===== src/sv/gdpc_pkg.sv =====
`default_nettype none

package gdpc_pkg;

   // field widths
   localparam int ACTION_W  = 3;
   localparam int FLOW_W    = 10;
   localparam int TARGET_W  = 24;
   localparam int SECONDS_W = 15;
   localparam int MV_W      = 12;
   localparam int GAS_W     = 11;
   localparam int ACC_W     = 52;
   localparam int CSR_IDX_W = 1;
   localparam int CSR_DATA_W = 11;

   localparam logic [CSR_IDX_W-1:0] CSR_GAS_FACTOR = 1'b0;
   localparam logic [CSR_IDX_W-1:0] CSR_MAX_FLOW   = 1'b1;

   // flow = mv * 1024 / 3000 = (mv << 7) / 375
   localparam int MV_FULL        = 3000;
   localparam int FLOW_SCALE     = 1024;
   localparam int FLOW_MAX       = 1023;
   localparam int FLOW_NUM_SHIFT = 3 + 4;   // 1024 / 8
   localparam int FLOW_DIV       = MV_FULL / 8;
   localparam int NUM_W          = MV_W + FLOW_NUM_SHIFT;
   localparam int RECIP_SHIFT    = 24;
   localparam int RECIP_M        = (1 << RECIP_SHIFT) / FLOW_DIV;
   localparam int RECIP_M_W      = 16;
   localparam int RECIP_P_W      = NUM_W + RECIP_M_W;
   localparam int QEST_W         = RECIP_P_W - RECIP_SHIFT;
   localparam int REM_W          = NUM_W + 1;

   // 61440000 raw units per mm^3 = 1875 << 15
   localparam int RAW_ODD   = 1875;
   localparam int RAW_ODD_W = 11;
   localparam int RAW_SHIFT = 15;

   localparam int PROD1_W = 2 * FLOW_W;
   localparam int INC_W   = PROD1_W + GAS_W;

   typedef enum logic [ACTION_W-1:0] {
      ACT_POWER_ON    = 3'd0,
      ACT_POWER_OFF   = 3'd1,
      ACT_DOSE_START  = 3'd2,
      ACT_DOSE_STOP   = 3'd3,
      ACT_PURGE_START = 3'd4,
      ACT_PURGE_STOP  = 3'd5,
      ACT_FAST_TICK   = 3'd6,
      ACT_SLOW_TICK   = 3'd7
   } action_type;

   typedef enum logic [2:0] {
      ST_IDLE,
      ST_DECODE,
      ST_COMPARE,
      ST_FLOW,
      ST_MUL_MAX,
      ST_MUL_GAS,
      ST_ACCUM,
      ST_RESPOND
   } state_type;

   typedef struct packed {
      logic load_item;
      logic power_set;
      logic power_clr;
      logic dose_start;
      logic dose_end;
      logic purge_start;
      logic purge_end;
      logic purge_dec;
      logic refuse;
      logic finish;
      logic tgt_mul;
      logic recip_mul;
      logic flow_load;
      logic mul_max;
      logic mul_gas;
      logic acc_add;
      logic rsp_load;
   } cmd_type;

   typedef struct packed {
      action_type action;
      logic       power;
      logic       dose;
      logic       purge;
      logic       cfg_zero;
      logic       setpoint_zero;
      logic       seconds_zero;
      logic       count_zero;
      logic       target_reached;
      logic       rsp_busy;
   } status_type;

endpackage

`default_nettype wire


===== src/sv/gas_dose_and_purge_controller.sv =====
`default_nettype none

// Mass-flow gas dosing controller: power, dose and purge modes driven by one
// command or tick per request transaction, each answered by exactly one
// response transaction carrying the modes, motor duty, last flow code, raw
// delivered volume (1/61440000 mm^3) and purge count. A fast tick during a
// dose raises response valid after decode with the target product, target
// compare with the reciprocal multiply, flow correction and clamp, two chained
// multiplies, the saturating 52-bit add and the response load, or after decode,
// target compare and response load when the target is already reached; every
// other transaction goes from decode straight to the response load. The
// sequencer then returns to idle; a response held by rsp_ready stalls the
// response load of the next transaction. One transaction is in flight at a
// time; the next request is accepted as soon as the sequencer is back in
// idle, even while the previous response is still waiting in the output
// register. Configuration writes (gas_factor at index 0, max_flow at index 1)
// take effect the next cycle and belong in idle periods.
module gas_dose_and_purge_controller #(
   parameter int TARGET_BITS = 24
) (
   input  wire                               clock,
   input  wire                               reset,
   input  wire                               req_valid,
   output logic                              req_ready,
   input  wire  [gdpc_pkg::ACTION_W-1:0]     req_action,
   input  wire  [gdpc_pkg::FLOW_W-1:0]       req_flow_setpoint,
   input  wire  [gdpc_pkg::TARGET_W-1:0]     req_target_volume,
   input  wire  [gdpc_pkg::SECONDS_W-1:0]    req_purge_seconds,
   input  wire  [gdpc_pkg::MV_W-1:0]         req_sample_mv,
   output logic                              rsp_valid,
   input  wire                               rsp_ready,
   output logic                              rsp_accepted,
   output logic                              rsp_power_on,
   output logic                              rsp_dosing,
   output logic                              rsp_purging,
   output logic [gdpc_pkg::FLOW_W-1:0]       rsp_motor_duty,
   output logic [gdpc_pkg::FLOW_W-1:0]       rsp_measured_flow,
   output logic [gdpc_pkg::ACC_W-1:0]        rsp_delivered_raw,
   output logic [gdpc_pkg::SECONDS_W-1:0]    rsp_seconds_left,
   output logic                              rsp_finished,
   input  wire                               csr_we,
   input  wire  [gdpc_pkg::CSR_IDX_W-1:0]    csr_index,
   input  wire  [gdpc_pkg::CSR_DATA_W-1:0]   csr_wdata
);

   gdpc_pkg::cmd_type    cmd;
   gdpc_pkg::status_type status;

   gdpc_ctrl u_ctrl (
      .clock     (clock),
      .reset     (reset),
      .req_valid (req_valid),
      .req_ready (req_ready),
      .status    (status),
      .cmd       (cmd)
   );

   gdpc_dp #(
      .TARGET_BITS (TARGET_BITS)
   ) u_dp (
      .clock             (clock),
      .reset             (reset),
      .req_action        (req_action),
      .req_flow_setpoint (req_flow_setpoint),
      .req_target_volume (req_target_volume),
      .req_purge_seconds (req_purge_seconds),
      .req_sample_mv     (req_sample_mv),
      .csr_we            (csr_we),
      .csr_index         (csr_index),
      .csr_wdata         (csr_wdata),
      .cmd               (cmd),
      .status            (status),
      .rsp_valid         (rsp_valid),
      .rsp_ready         (rsp_ready),
      .rsp_accepted      (rsp_accepted),
      .rsp_power_on      (rsp_power_on),
      .rsp_dosing        (rsp_dosing),
      .rsp_purging       (rsp_purging),
      .rsp_motor_duty    (rsp_motor_duty),
      .rsp_measured_flow (rsp_measured_flow),
      .rsp_delivered_raw (rsp_delivered_raw),
      .rsp_seconds_left  (rsp_seconds_left),
      .rsp_finished      (rsp_finished)
   );

endmodule

`default_nettype wire


===== src/sv/gdpc_ctrl.sv =====
`default_nettype none

module gdpc_ctrl (
   input  wire                  clock,
   input  wire                  reset,
   input  wire                  req_valid,
   output logic                 req_ready,
   input  gdpc_pkg::status_type status,
   output gdpc_pkg::cmd_type    cmd
);

   gdpc_pkg::state_type state_ff, state_in;

   always_ff @(posedge clock) begin
      if (reset) begin
         state_ff <= gdpc_pkg::ST_IDLE;
      end else begin
         state_ff <= state_in;
      end
   end

   // next state
   always_comb begin
      state_in = state_ff;
      case (state_ff)
         gdpc_pkg::ST_IDLE: begin
            if (req_valid) state_in = gdpc_pkg::ST_DECODE;
         end
         gdpc_pkg::ST_DECODE: begin
            if (status.action == gdpc_pkg::ACT_FAST_TICK && status.dose)
               state_in = gdpc_pkg::ST_COMPARE;
            else
               state_in = gdpc_pkg::ST_RESPOND;
         end
         gdpc_pkg::ST_COMPARE: begin
            if (status.target_reached) state_in = gdpc_pkg::ST_RESPOND;
            else state_in = gdpc_pkg::ST_FLOW;
         end
         gdpc_pkg::ST_FLOW:    state_in = gdpc_pkg::ST_MUL_MAX;
         gdpc_pkg::ST_MUL_MAX: state_in = gdpc_pkg::ST_MUL_GAS;
         gdpc_pkg::ST_MUL_GAS: state_in = gdpc_pkg::ST_ACCUM;
         gdpc_pkg::ST_ACCUM:   state_in = gdpc_pkg::ST_RESPOND;
         gdpc_pkg::ST_RESPOND: begin
            if (!status.rsp_busy) state_in = gdpc_pkg::ST_IDLE;
         end
         default: state_in = gdpc_pkg::ST_IDLE;
      endcase
   end

   // outputs
   always_comb begin
      cmd       = '0;
      req_ready = 1'b0;
      case (state_ff)
         gdpc_pkg::ST_IDLE: begin
            req_ready     = 1'b1;
            cmd.load_item = req_valid;
         end
         gdpc_pkg::ST_DECODE: begin
            case (status.action)
               gdpc_pkg::ACT_POWER_ON: cmd.power_set = 1'b1;
               gdpc_pkg::ACT_POWER_OFF: begin
                  cmd.power_clr = 1'b1;
                  cmd.dose_end  = 1'b1;
                  cmd.purge_end = 1'b1;
               end
               gdpc_pkg::ACT_DOSE_START: begin
                  if (!status.power || status.purge || status.cfg_zero || status.setpoint_zero)
                     cmd.refuse = 1'b1;
                  else
                     cmd.dose_start = 1'b1;
               end
               gdpc_pkg::ACT_DOSE_STOP: cmd.dose_end = 1'b1;
               gdpc_pkg::ACT_PURGE_START: begin
                  if (!status.power || status.dose || status.seconds_zero)
                     cmd.refuse = 1'b1;
                  else
                     cmd.purge_start = 1'b1;
               end
               gdpc_pkg::ACT_PURGE_STOP: cmd.purge_end = 1'b1;
               gdpc_pkg::ACT_FAST_TICK: begin
                  if (!status.dose) cmd.refuse = 1'b1;
                  else cmd.tgt_mul = 1'b1;
               end
               gdpc_pkg::ACT_SLOW_TICK: begin
                  if (!status.purge) begin
                     cmd.refuse = 1'b1;
                  end else if (status.count_zero) begin
                     cmd.purge_end = 1'b1;
                     cmd.finish    = 1'b1;
                  end else begin
                     cmd.purge_dec = 1'b1;
                  end
               end
               default: cmd.refuse = 1'b1;
            endcase
         end
         gdpc_pkg::ST_COMPARE: begin
            if (status.target_reached) begin
               cmd.dose_end = 1'b1;
               cmd.finish   = 1'b1;
            end else begin
               cmd.recip_mul = 1'b1;
            end
         end
         gdpc_pkg::ST_FLOW:    cmd.flow_load = 1'b1;
         gdpc_pkg::ST_MUL_MAX: cmd.mul_max   = 1'b1;
         gdpc_pkg::ST_MUL_GAS: cmd.mul_gas   = 1'b1;
         gdpc_pkg::ST_ACCUM:   cmd.acc_add   = 1'b1;
         gdpc_pkg::ST_RESPOND: cmd.rsp_load  = !status.rsp_busy;
         default: ;
      endcase
   end

endmodule

`default_nettype wire


===== src/sv/gdpc_dp.sv =====
`default_nettype none

module gdpc_dp #(
   parameter int TARGET_BITS = 24
) (
   input  wire                                    clock,
   input  wire                                    reset,
   input  wire  [gdpc_pkg::ACTION_W-1:0]          req_action,
   input  wire  [gdpc_pkg::FLOW_W-1:0]            req_flow_setpoint,
   input  wire  [gdpc_pkg::TARGET_W-1:0]          req_target_volume,
   input  wire  [gdpc_pkg::SECONDS_W-1:0]         req_purge_seconds,
   input  wire  [gdpc_pkg::MV_W-1:0]              req_sample_mv,
   input  wire                                    csr_we,
   input  wire  [gdpc_pkg::CSR_IDX_W-1:0]         csr_index,
   input  wire  [gdpc_pkg::CSR_DATA_W-1:0]        csr_wdata,
   input  gdpc_pkg::cmd_type                      cmd,
   output gdpc_pkg::status_type                   status,
   output logic                                   rsp_valid,
   input  wire                                    rsp_ready,
   output logic                                   rsp_accepted,
   output logic                                   rsp_power_on,
   output logic                                   rsp_dosing,
   output logic                                   rsp_purging,
   output logic [gdpc_pkg::FLOW_W-1:0]            rsp_motor_duty,
   output logic [gdpc_pkg::FLOW_W-1:0]            rsp_measured_flow,
   output logic [gdpc_pkg::ACC_W-1:0]             rsp_delivered_raw,
   output logic [gdpc_pkg::SECONDS_W-1:0]         rsp_seconds_left,
   output logic                                   rsp_finished
);

   localparam int TPROD_W = TARGET_BITS + gdpc_pkg::RAW_ODD_W;
   localparam int CMP_W   = (TPROD_W + gdpc_pkg::RAW_SHIFT > gdpc_pkg::ACC_W) ?
                            TPROD_W + gdpc_pkg::RAW_SHIFT : gdpc_pkg::ACC_W;

   // configuration
   logic [gdpc_pkg::GAS_W-1:0]  gas_factor_ff, gas_factor_in;
   logic [gdpc_pkg::FLOW_W-1:0] max_flow_ff, max_flow_in;

   // latched transaction
   gdpc_pkg::action_type           item_action_ff, item_action_in;
   logic [gdpc_pkg::FLOW_W-1:0]    item_setpoint_ff, item_setpoint_in;
   logic [TARGET_BITS-1:0]         item_target_ff, item_target_in;
   logic [gdpc_pkg::SECONDS_W-1:0] item_seconds_ff, item_seconds_in;
   logic [gdpc_pkg::MV_W-1:0]      item_mv_ff, item_mv_in;

   // architectural state
   logic                           power_ff, power_in;
   logic                           dose_ff, dose_in;
   logic                           purge_ff, purge_in;
   logic [gdpc_pkg::FLOW_W-1:0]    setpoint_ff, setpoint_in;
   logic [TARGET_BITS-1:0]         target_ff, target_in;
   logic [gdpc_pkg::ACC_W-1:0]     accum_ff, accum_in;
   logic [gdpc_pkg::FLOW_W-1:0]    flow_ff, flow_in;
   logic [gdpc_pkg::SECONDS_W-1:0] count_ff, count_in;
   logic                           ok_ff, ok_in;
   logic                           done_ff, done_in;

   // arithmetic pipeline
   logic [TPROD_W-1:0]               tprod_ff, tprod_in;
   logic [gdpc_pkg::RECIP_P_W-1:0]   recip_ff, recip_in;
   logic [gdpc_pkg::PROD1_W-1:0]     prod1_ff, prod1_in;
   logic [gdpc_pkg::INC_W-1:0]       inc_ff, inc_in;

   // response register
   logic                           rsp_valid_ff, rsp_valid_in;
   logic                           rsp_accepted_ff;
   logic                           rsp_power_ff, rsp_dose_ff, rsp_purge_ff;
   logic [gdpc_pkg::FLOW_W-1:0]    rsp_motor_ff, rsp_flow_ff;
   logic [gdpc_pkg::ACC_W-1:0]     rsp_raw_ff;
   logic [gdpc_pkg::SECONDS_W-1:0] rsp_seconds_ff;
   logic                           rsp_finished_ff;

   logic [31:0]                    tgt_wide;
   logic [CMP_W-1:0]               threshold;
   logic [CMP_W-1:0]               accum_ext;
   logic [gdpc_pkg::NUM_W-1:0]     flow_num;
   logic [gdpc_pkg::QEST_W-1:0]    q_est;
   logic [gdpc_pkg::REM_W-1:0]     q_back;
   logic [gdpc_pkg::REM_W-1:0]     q_rem;
   logic [gdpc_pkg::QEST_W-1:0]    q_fix;
   logic [gdpc_pkg::FLOW_W-1:0]    flow_code;
   logic [gdpc_pkg::ACC_W:0]       acc_sum;

   assign tgt_wide  = 32'(req_target_volume);
   assign threshold = CMP_W'(tprod_ff) << gdpc_pkg::RAW_SHIFT;
   assign accum_ext = CMP_W'(accum_ff);

   // reciprocal divide by 375, corrected by one compare
   assign flow_num = {item_mv_ff, gdpc_pkg::FLOW_NUM_SHIFT'(0)};
   assign q_est    = recip_ff[gdpc_pkg::RECIP_SHIFT +: gdpc_pkg::QEST_W];
   assign q_back   = gdpc_pkg::REM_W'(q_est) * gdpc_pkg::REM_W'(gdpc_pkg::FLOW_DIV);
   assign q_rem    = gdpc_pkg::REM_W'(flow_num) - q_back;
   assign q_fix    = q_est + gdpc_pkg::QEST_W'(q_rem >= gdpc_pkg::REM_W'(gdpc_pkg::FLOW_DIV));
   assign flow_code = (item_mv_ff >= gdpc_pkg::MV_W'(gdpc_pkg::MV_FULL)) ?
                      gdpc_pkg::FLOW_W'(gdpc_pkg::FLOW_MAX) : q_fix[gdpc_pkg::FLOW_W-1:0];

   assign acc_sum = (gdpc_pkg::ACC_W+1)'(accum_ff) + (gdpc_pkg::ACC_W+1)'(inc_ff);

   always_comb begin
      gas_factor_in    = gas_factor_ff;
      max_flow_in      = max_flow_ff;
      item_action_in   = item_action_ff;
      item_setpoint_in = item_setpoint_ff;
      item_target_in   = item_target_ff;
      item_seconds_in  = item_seconds_ff;
      item_mv_in       = item_mv_ff;
      power_in         = power_ff;
      dose_in          = dose_ff;
      purge_in         = purge_ff;
      setpoint_in      = setpoint_ff;
      target_in        = target_ff;
      accum_in         = accum_ff;
      flow_in          = flow_ff;
      count_in         = count_ff;
      ok_in            = ok_ff;
      done_in          = done_ff;
      tprod_in         = tprod_ff;
      recip_in         = recip_ff;
      prod1_in         = prod1_ff;
      inc_in           = inc_ff;

      if (csr_we) begin
         if (csr_index == gdpc_pkg::CSR_GAS_FACTOR)
            gas_factor_in = csr_wdata[gdpc_pkg::GAS_W-1:0];
         if (csr_index == gdpc_pkg::CSR_MAX_FLOW)
            max_flow_in = csr_wdata[gdpc_pkg::FLOW_W-1:0];
      end

      if (cmd.load_item) begin
         item_action_in   = gdpc_pkg::action_type'(req_action);
         item_setpoint_in = req_flow_setpoint;
         item_target_in   = tgt_wide[TARGET_BITS-1:0];
         item_seconds_in  = req_purge_seconds;
         item_mv_in       = req_sample_mv;
         ok_in            = 1'b1;
         done_in          = 1'b0;
      end
      if (cmd.refuse) ok_in = 1'b0;
      if (cmd.finish) done_in = 1'b1;

      if (cmd.power_set) power_in = 1'b1;
      if (cmd.power_clr) power_in = 1'b0;

      if (cmd.dose_start) begin
         dose_in     = 1'b1;
         setpoint_in = item_setpoint_ff;
         target_in   = item_target_ff;
         accum_in    = '0;
      end
      if (cmd.dose_end) begin
         dose_in     = 1'b0;
         setpoint_in = '0;
         target_in   = '0;
      end

      if (cmd.purge_start) begin
         purge_in = 1'b1;
         count_in = item_seconds_ff;
      end
      if (cmd.purge_dec) count_in = count_ff - gdpc_pkg::SECONDS_W'(1);
      if (cmd.purge_end) begin
         purge_in = 1'b0;
         count_in = '0;
      end

      if (cmd.tgt_mul)
         tprod_in = TPROD_W'(target_ff) * TPROD_W'(gdpc_pkg::RAW_ODD);
      if (cmd.recip_mul)
         recip_in = gdpc_pkg::RECIP_P_W'(flow_num) *
                    gdpc_pkg::RECIP_P_W'(gdpc_pkg::RECIP_M);
      if (cmd.flow_load) flow_in = flow_code;
      if (cmd.mul_max)
         prod1_in = gdpc_pkg::PROD1_W'(flow_ff) * gdpc_pkg::PROD1_W'(max_flow_ff);
      if (cmd.mul_gas)
         inc_in = gdpc_pkg::INC_W'(prod1_ff) * gdpc_pkg::INC_W'(gas_factor_ff);
      if (cmd.acc_add) begin
         // saturate at all ones
         if (acc_sum[gdpc_pkg::ACC_W]) accum_in = '1;
         else accum_in = acc_sum[gdpc_pkg::ACC_W-1:0];
      end
   end

   always_comb begin
      rsp_valid_in = rsp_valid_ff;
      if (cmd.rsp_load) rsp_valid_in = 1'b1;
      else if (rsp_ready) rsp_valid_in = 1'b0;
   end

   always_ff @(posedge clock) begin
      if (reset) begin
         gas_factor_ff <= '0;
         max_flow_ff   <= '0;
         power_ff      <= 1'b0;
         dose_ff       <= 1'b0;
         purge_ff      <= 1'b0;
         setpoint_ff   <= '0;
         target_ff     <= '0;
         accum_ff      <= '0;
         flow_ff       <= '0;
         count_ff      <= '0;
         ok_ff         <= 1'b0;
         done_ff       <= 1'b0;
         rsp_valid_ff  <= 1'b0;
      end else begin
         gas_factor_ff <= gas_factor_in;
         max_flow_ff   <= max_flow_in;
         power_ff      <= power_in;
         dose_ff       <= dose_in;
         purge_ff      <= purge_in;
         setpoint_ff   <= setpoint_in;
         target_ff     <= target_in;
         accum_ff      <= accum_in;
         flow_ff       <= flow_in;
         count_ff      <= count_in;
         ok_ff         <= ok_in;
         done_ff       <= done_in;
         rsp_valid_ff  <= rsp_valid_in;
      end
   end

   always_ff @(posedge clock) begin
      item_action_ff   <= item_action_in;
      item_setpoint_ff <= item_setpoint_in;
      item_target_ff   <= item_target_in;
      item_seconds_ff  <= item_seconds_in;
      item_mv_ff       <= item_mv_in;
      tprod_ff         <= tprod_in;
      recip_ff         <= recip_in;
      prod1_ff         <= prod1_in;
      inc_ff           <= inc_in;
      if (cmd.rsp_load) begin
         rsp_accepted_ff <= ok_ff;
         rsp_power_ff    <= power_ff;
         rsp_dose_ff     <= dose_ff;
         rsp_purge_ff    <= purge_ff;
         rsp_motor_ff    <= dose_ff ? setpoint_ff : '0;
         rsp_flow_ff     <= flow_ff;
         rsp_raw_ff      <= accum_ff;
         rsp_seconds_ff  <= count_ff;
         rsp_finished_ff <= done_ff;
      end
   end

   assign status.action         = item_action_ff;
   assign status.power          = power_ff;
   assign status.dose           = dose_ff;
   assign status.purge          = purge_ff;
   assign status.cfg_zero       = (gas_factor_ff == '0) || (max_flow_ff == '0);
   assign status.setpoint_zero  = (item_setpoint_ff == '0);
   assign status.seconds_zero   = (item_seconds_ff == '0);
   assign status.count_zero     = (count_ff == '0);
   assign status.target_reached = (accum_ext >= threshold);
   assign status.rsp_busy       = rsp_valid_ff && !rsp_ready;

   assign rsp_valid         = rsp_valid_ff;
   assign rsp_accepted      = rsp_accepted_ff;
   assign rsp_power_on      = rsp_power_ff;
   assign rsp_dosing        = rsp_dose_ff;
   assign rsp_purging       = rsp_purge_ff;
   assign rsp_motor_duty    = rsp_motor_ff;
   assign rsp_measured_flow = rsp_flow_ff;
   assign rsp_delivered_raw = rsp_raw_ff;
   assign rsp_seconds_left  = rsp_seconds_ff;
   assign rsp_finished      = rsp_finished_ff;

   a_modes_exclusive: assert property (@(posedge clock) disable iff (reset)
      !(dose_ff && purge_ff))
      else $error("dose and purge active together");

   a_modes_need_power: assert property (@(posedge clock) disable iff (reset)
      (dose_ff || purge_ff) |-> power_ff)
      else $error("mode active without power");

   a_dose_setpoint: assert property (@(posedge clock) disable iff (reset)
      dose_ff |-> (setpoint_ff != '0))
      else $error("dosing with zero setpoint");

   a_rsp_loaded: assert property (@(posedge clock) disable iff (reset)
      cmd.rsp_load |=> rsp_valid_ff)
      else $error("response load lost");

endmodule

`default_nettype wire


===== config.mk =====
export PLATFORM = sky130hd
export DESIGN_NAME = gas_dose_and_purge_controller
export DESIGN_NICKNAME = d
export VERILOG_FILES = /design/src/sv/gdpc_pkg.sv /design/src/sv/gas_dose_and_purge_controller.sv /design/src/sv/gdpc_ctrl.sv /design/src/sv/gdpc_dp.sv
export SDC_FILE = /design/constraint.sdc
export NUM_CORES = 2
export LEC_CHECK = 0
export BUFFER_PORTS_ARGS = -buffer_cell sky130_fd_sc_hd__buf_2
export CAP_MARGIN = 5
export CORE_MARGIN = 2
export CORE_UTILIZATION = 34
export CTS_CLUSTER_DIAMETER = 120
export DETAILED_ROUTE_END_ITERATION = 12
export SYNTH_ARGS = -nofsm -noshare
export SYNTH_HDL_FRONTEND = slang
export SYNTH_SLANG_ARGS = --single-unit

===== constraint.sdc =====
create_clock -name clock -period 8.4 [get_ports clock]
set_clock_uncertainty 0.15 [all_clocks]
set_input_delay 0.84 -clock clock [delete_from_list [all_inputs] [get_ports clock]]
set_output_delay 0.84 -clock clock [all_outputs]
set_load 0.01 [all_outputs]

=== After elaboration in Yosys (flattened, before gate mapping) ===
Cells that the tools add are included.

* Add/sub/neg operators: 4
* Multipliers: 5
* Order comparisons: 3
* Equal/unequal tests: 16
* Multiplexer cells: 51
* Bitwise gates (word level): 1
* Reduce and logical (&&, ||, !) cells: 31

{| class="wikitable"
|+ Operators by type and width
! kind !! number
|-
| $mux 52 || 3
|-
| $add 52x31->53 || 1
|-
| $ge 52x50->1 || 1
|-
| $mul 24x11->35 const B || 1
|-
| $mux 1 || 33
|-
| $mul 20x11->31 || 1
|-
| $logic_not 15->1 || 2
|-
| $mux 15 || 2
|-
| $mul 12x16->28 const B || 1
|-
| $eq 3x3->1 const B || 8
|-
| $pmux 3 s8 || 1
|-
| $ge 20x9->1 const B || 1
|-
| $logic_not 10->1 || 2
|-
| $mul 10x10->20 || 1
|-
| $mul 11x9->20 const B || 1
|-
| $sub 19x20->20 || 1
|-
| $mux 3 || 5
|-
| $sub 15x1->15 const B || 1
|-
| $eq 3x2->1 const B || 4
|-
| $ge 12x12->1 const B || 1
|-
| $reduce_or 2->1 || 6
|-
| $logic_not 11->1 || 1
|-
| $add 10x1->10 || 1
|-
| $mux 10 || 1
|-
| other kinds (13) || 31
|}

* Bits in registers: 411

=== Logic depth before layout (Yosys ltp) ===
* Word-level depth: 9
* Depth in mapped cells: 26
* Depth with buffers taken out: 25

=== Modules after synthesis ===
From an unflattened synthesis, not the netlist that was laid out.

* Cell total of the unflattened synthesis: 3548
* Area total of the unflattened synthesis: 36683.9 um^2

{| class="wikitable"
|+ By module, submodules not included
! module !! instances !! cells each !! area each (um^2) !! seq. area each (um^2)
|-
| gdpc_dp || 1 || 3488 || 36194.7 || 10359.9
|-
| gdpc_ctrl || 1 || 60 || 489.2 || 60.1
|}

=== Worst setup path before layout ===
OpenSTA, ideal clock, no wires.

* Kind: reg2reg
* Start: reg u_dp.recip_ff[32] in the netlist's numbering
* End: reg u_dp.flow_ff[8] in the netlist's numbering
* Setup time: 0.133 ns
* Arrival time: 6.269 ns
* Required time: 8.117 ns
* Path slack: 1.849 ns
* Cell stages (with the launch flop): 25
* Path buffers: 1
* Cells stage by stage: edfxtp_1 > inv_1 > fa_1 > fa_1 > fa_1 > fa_1 > inv_1 > fa_1 > inv_1 > ha_1 > clkbuf_1 > nand3_1 > o211ai_1 > a2111oi_0 > a2111oi_0 > o211ai_1 > a21oi_1 > xnor2_1 > or4_1 > ha_1 > and3_1 > nand2_1 > nor2_1 > xnor2_1 > a21oi_1

* Longest elaborated chain between the ends: 5

{| class="wikitable"
|+ Ends and longest elaborated chain
! element !! line !! RTL
|-
| start, declared || gdpc_dp.sv:60 || <nowiki>logic [gdpc_pkg::RECIP_P_W-1:0] recip_ff, recip_in;</nowiki>
|-
| start signal, assigned || gdpc_dp.sv:228 || <nowiki>recip_ff <= recip_in;</nowiki>
|-
| $mul 11x9->20 || gdpc_dp.sv:91 || <nowiki>assign q_back = gdpc_pkg::REM_W'(q_est) * gdpc_pkg::REM_W'(gdpc_pkg::FLOW_DIV);</nowiki>
|-
| $sub 19x20->20 || gdpc_dp.sv:92 || <nowiki>assign q_rem = gdpc_pkg::REM_W'(flow_num) - q_back;</nowiki>
|-
| $ge 20x9->1 || gdpc_dp.sv:93 || <nowiki>assign q_fix = q_est + gdpc_pkg::QEST_W'(q_rem >= gdpc_pkg::REM_W'(gdpc_pkg::FLOW_DIV));</nowiki>
|-
| $add 10x1->10 * || gdpc_dp.sv:93 ||
|-
| $mux 10 * || gdpc_dp.sv:94 || <nowiki>assign flow_code = (item_mv_ff >= gdpc_pkg::MV_W'(gdpc_pkg::MV_FULL)) ?</nowiki>
|-
| end signal, assigned || gdpc_dp.sv:213 || <nowiki>flow_ff <= flow_in;</nowiki>
|-
| end, declared || gdpc_dp.sv:53 || <nowiki>logic [gdpc_pkg::FLOW_W-1:0] flow_ff, flow_in;</nowiki>
|}

Every way passes the cells marked *; elsewhere a longest branch is shown, timed or not.
A chain may end at the register's enable or synchronous reset.

=== Worst setup path after layout ===
* Start: reg u_dp.recip_ff[31] in the netlist's numbering
* End: reg u_dp.flow_ff[8] in the netlist's numbering

Same word-level chain as after synthesis.

==> impl_metrics.json <==
{
  "status": "completed",
  "grt_max_degree": 66,
  "core.rowCount": 120,
  "yosysMostFrequentCell": "inv_1",
  "fmax_mhz": 141.6,
  "cts.path.max_buffers": 3,
  "cpMaxStageDelayCell": "or4_1",
  "synth_top_cell_area_share_pct": 23.88,
  "final_util_pct": 37.90,
  "dr.pass1.iters": 5,
  "grt_pass1_wl_mm": 143.1,
  "drt_iter0_markers": 1580,
  "synth_warnings": 0,
  "clkPwrFrac_pct": 12.3,
  "synth_top_area_cell": "fa_1",
  "multiInputGateArea_sq_um": 23760,
  "drive_above_1_share_pct": 7.891,
  "r2r-end": "u_dp.flow_ff[8]$_SDFFE_PP0P_",
  "overflow": 0,
  "fin_setup_tns_ps": 0,
  "path_common_cell": "fa_1",
  "post_drt_wl_per_cell_um": 17.15,
  "antenna_found_initial": 2,
  "die_width_um": 332.3,
  "hp-start": "req_target_volume[22]",
  "critPathArrivalTime_ps": 7370,
  "cp_num_buf_inv": 3,
  "setup_viol": 0,
  "pwr-share-comb_pct": 72.7,
  "dieArea_sq_um": 110400,
  "yosysUniqueCellTypes": 76,
  "cts_hold_buf": 0,
  "cp_cell_sequence": "inv_1, fa_1, fa_1, fa_1, fa_1, inv_1, fa_1, inv_1, ha_1, nand3_1, o211ai_1, a2111oi_0, a2111oi_0, o211ai_1, a21oi_1, xnor2_1, or4_1, ha_1, and3_1, nand2_1, nor2_1, xnor2_1, a21oi_1",
  "synth_area_per_cell_sq_um": 10.28,
  "fillers": 10600,
  "critPathLaunch": "u_dp.recip_ff[31]$_DFFE_PP_",
  "worst_pin_slew_ps": 1052,
  "end_kind": "flop",
  "powerDensity_nw_per_um2": 407.7,
  "seq_area_frac_synth_pct": 28.44,
  "async_reset_ff_share_pct": 0,
  "drv_slew": 0,
  "post-cts-setup-buffers": 0,
  "wirelength_mm": 87.79,
  "grt_pass1_vias": 26420,
  "cp_max_fo": 9,
  "rsz0062_at_grt": "no",
  "cts-buffers-inserted": 46,
  "p_switching_mw": 7.982,
  "fin_area_sq_um": 40510,
  "place.gp.congestion": 0.8638,
  "ys_seq_elements": 394,
  "whs_path_depth": 1,
  "p_leak_nw": 19.21,
  "portBuffers": 174,
  "dpl_cell_area_sq_um": 38960,
  "vias": 25380,
  "ys.flop_type": "edfxtp_1",
  "netlist_instances": 3563,
  "register_area_sq_um": 10420,
  "area_growth_pct": 10.57,
  "min_to": "u_dp.item_target_ff[22]$_DFFE_PP_",
  "rr_worst_depth": 23,
  "nets": 4631,
  "drcViolationCount": 0,
  "reg2reg_slack_ps": 1340,
  "cp.depth": 23,
  "grt.total_usage_pct": 16.15,
  "tritoncts": "built",
  "ys_top_cells_by_area": "fa_1, edfxtp_1, ha_1",
  "cts.repair.resized": 0,
  "switching_share_pct": 48.32,
  "synth_edf_count": 253,
  "startpoint_type": "flop",
  "dpl.hpwl_mm": 68.41,
  "critical-path-top-delay-family": "adder cells",
  "drv_cap": 0,
  "clk-insertion-delay-late_ps": 590,
  "coreArea_sq_um": 106900,
  "cp_slowest_stage_delay_ps": 600,
  "boundaryPins": 175,
  "internal_power_mw": 8.536,
  "start_util_pct": 34.27,
  "netlist_top_cells_count": "inv_1, fa_1, ha_1",
  "slew_headroom_pct": 29.23,
  "routed_via_density": 4.958,
  "fin_crit_ps": 7064,
  "ant_nets": 0,
  "hold_viol": 0,
  "clk_pin_slew_ps": 60,
  "seqPwrFrac_pct": 14.9,
  "die_y_um": 332.3,
  "clock-sinks": 394,
  "syn_nets": 4518,
  "required_ps": 8700,
  "r2r_start": "u_dp.recip_ff[31]$_DFFE_PP_",
  "peakVddDrop_uv": 1590,
  "critical_path_class": "flop to flop",
  "clockRootBuffer": "clkbuf_16",
  "layout_worst_path_cycle_share_pct": 84.09,
  "htreeDepth": 2,
  "worst_hold_path_type": "input port to flop",
  "synth_area_sq_um": 36640
}
how the worst max path moves through the flow:
stage and endpoint:
3_3_place_gp u_dp.flow_ff[8]$_SDFFE_PP0P_, 6_report u_dp.flow_ff[8]$_SDFFE_PP0P_, 4_1_cts u_dp.flow_ff[8]$_SDFFE_PP0P_, 3_5_place_dp u_dp.flow_ff[8]$_SDFFE_PP0P_, 5_1_grt u_dp.flow_ff[8]$_SDFFE_PP0P_, 2_1_floorplan u_dp.flow_ff[8]$_SDFFE_PP0P_
placed cells by master (no fill, tap or decap), drive strengths merged, types with 22 or more instances in the layout:
cell type / netlist / routed
inv: 536 / 540
fa: 437 / 437
ha: 437 / 437
nand2: 331 / 331
edfxtp: 253 / 253
a21oi: 193 / 193
buf: 9 / 193
and2: 155 / 155
dfxtp: 141 / 141
nor2: 122 / 122
o21ai: 102 / 102
xnor2: 85 / 85
nor3: 83 / 83
clkbuf: 119 / 56
a211oi: 53 / 53
nand3: 47 / 47
a21o: 42 / 42
mux2i: 41 / 41
xor2: 34 / 34
nand4: 24 / 24
nand2b: 23 / 23
o21a: 23 / 23
nor4: 23 / 23
and3: 22 / 22
cell type report:
class	count	share of cell area, %
flip-flops and latches	394	25.72
inverters	536	4.969
repair buffers	193	2.502
diodes	3	0.01853
well taps	1403	4.333
clock inverters	29	0.7505
multi-input cells	2505	58.65
clock buffers	56	3.061
logic make-up (layout without fill, tap and decap cells):
logic type	count (synthesis)	count (layout)	synth area share, %
AO/OA/AOI/OAI	566	566	9.866
XOR/XNOR	119	119	2.845
adder cells (fa/ha/maj)	874	874	38.80
buffers and inverters	664	814	6.813
flip-flops	394	394	28.44
multiplexers	42	42	1.151
other	0	3	0
AND/OR/NAND/NOR	904	904	12.09
through the flow:
step                      instances  power, mW  hold WS (ps)  worst slack [ps]
after global routing           5116      18.46         222.8             858.5
after global placement         5031      14.35         267.5              1427
after detailed placement       5031      14.45         273.0              1339
after floorplan                3563      11.98         258.6              1849
after CTS                      5116      16.63         214.3              1292
final                          5119      16.52         259.3              1336
registers in the layout, summed over array words and instances, names as in the netlist, 11 cells and up:
register and count:
u_dp.item_mv_ff 12, u_dp.tprod_ff 35, u_dp.rsp_seconds_left 15, u_dp.gas_factor_ff 11
u_dp.inc_ff 31, u_dp.prod1_ff 20, u_dp.recip_ff 11, u_dp.rsp_delivered_raw 52
u_dp.accum_ext 52, u_dp.count_ff 15, u_dp.item_target_ff 24, u_dp.target_ff 24
u_dp.item_seconds_ff 15
per-layer routing:
| layer | routed length (um) | track usage, % | vias to the layer above |
|---|---|---|---|
| li1 | - | - | 12210 |
| met1 | 41970 | 22.91 | 12460 |
| met2 | 39160 | 25.78 | 613 |
| met3 | 5084 | 2.756 | 99 |
| met4 | 1566 | 3.511 | 0 |
| met5 | 0 | 0 | - |
power by group through the flow:
stage | combinational [mW] | sequential (mW) | clock [mW]
after global routing | 13.8 | 2.49 | 2.18
final | 12.0 | 2.47 | 2.04
after floorplan | 9.59 | 2.39 | 0
after global placement | 11.8 | 2.50 | 0
after CTS | 12.1 | 2.47 | 2.10
after detailed placement | 11.9 | 2.51 | 0
Power figures use the tool's default switching activity.
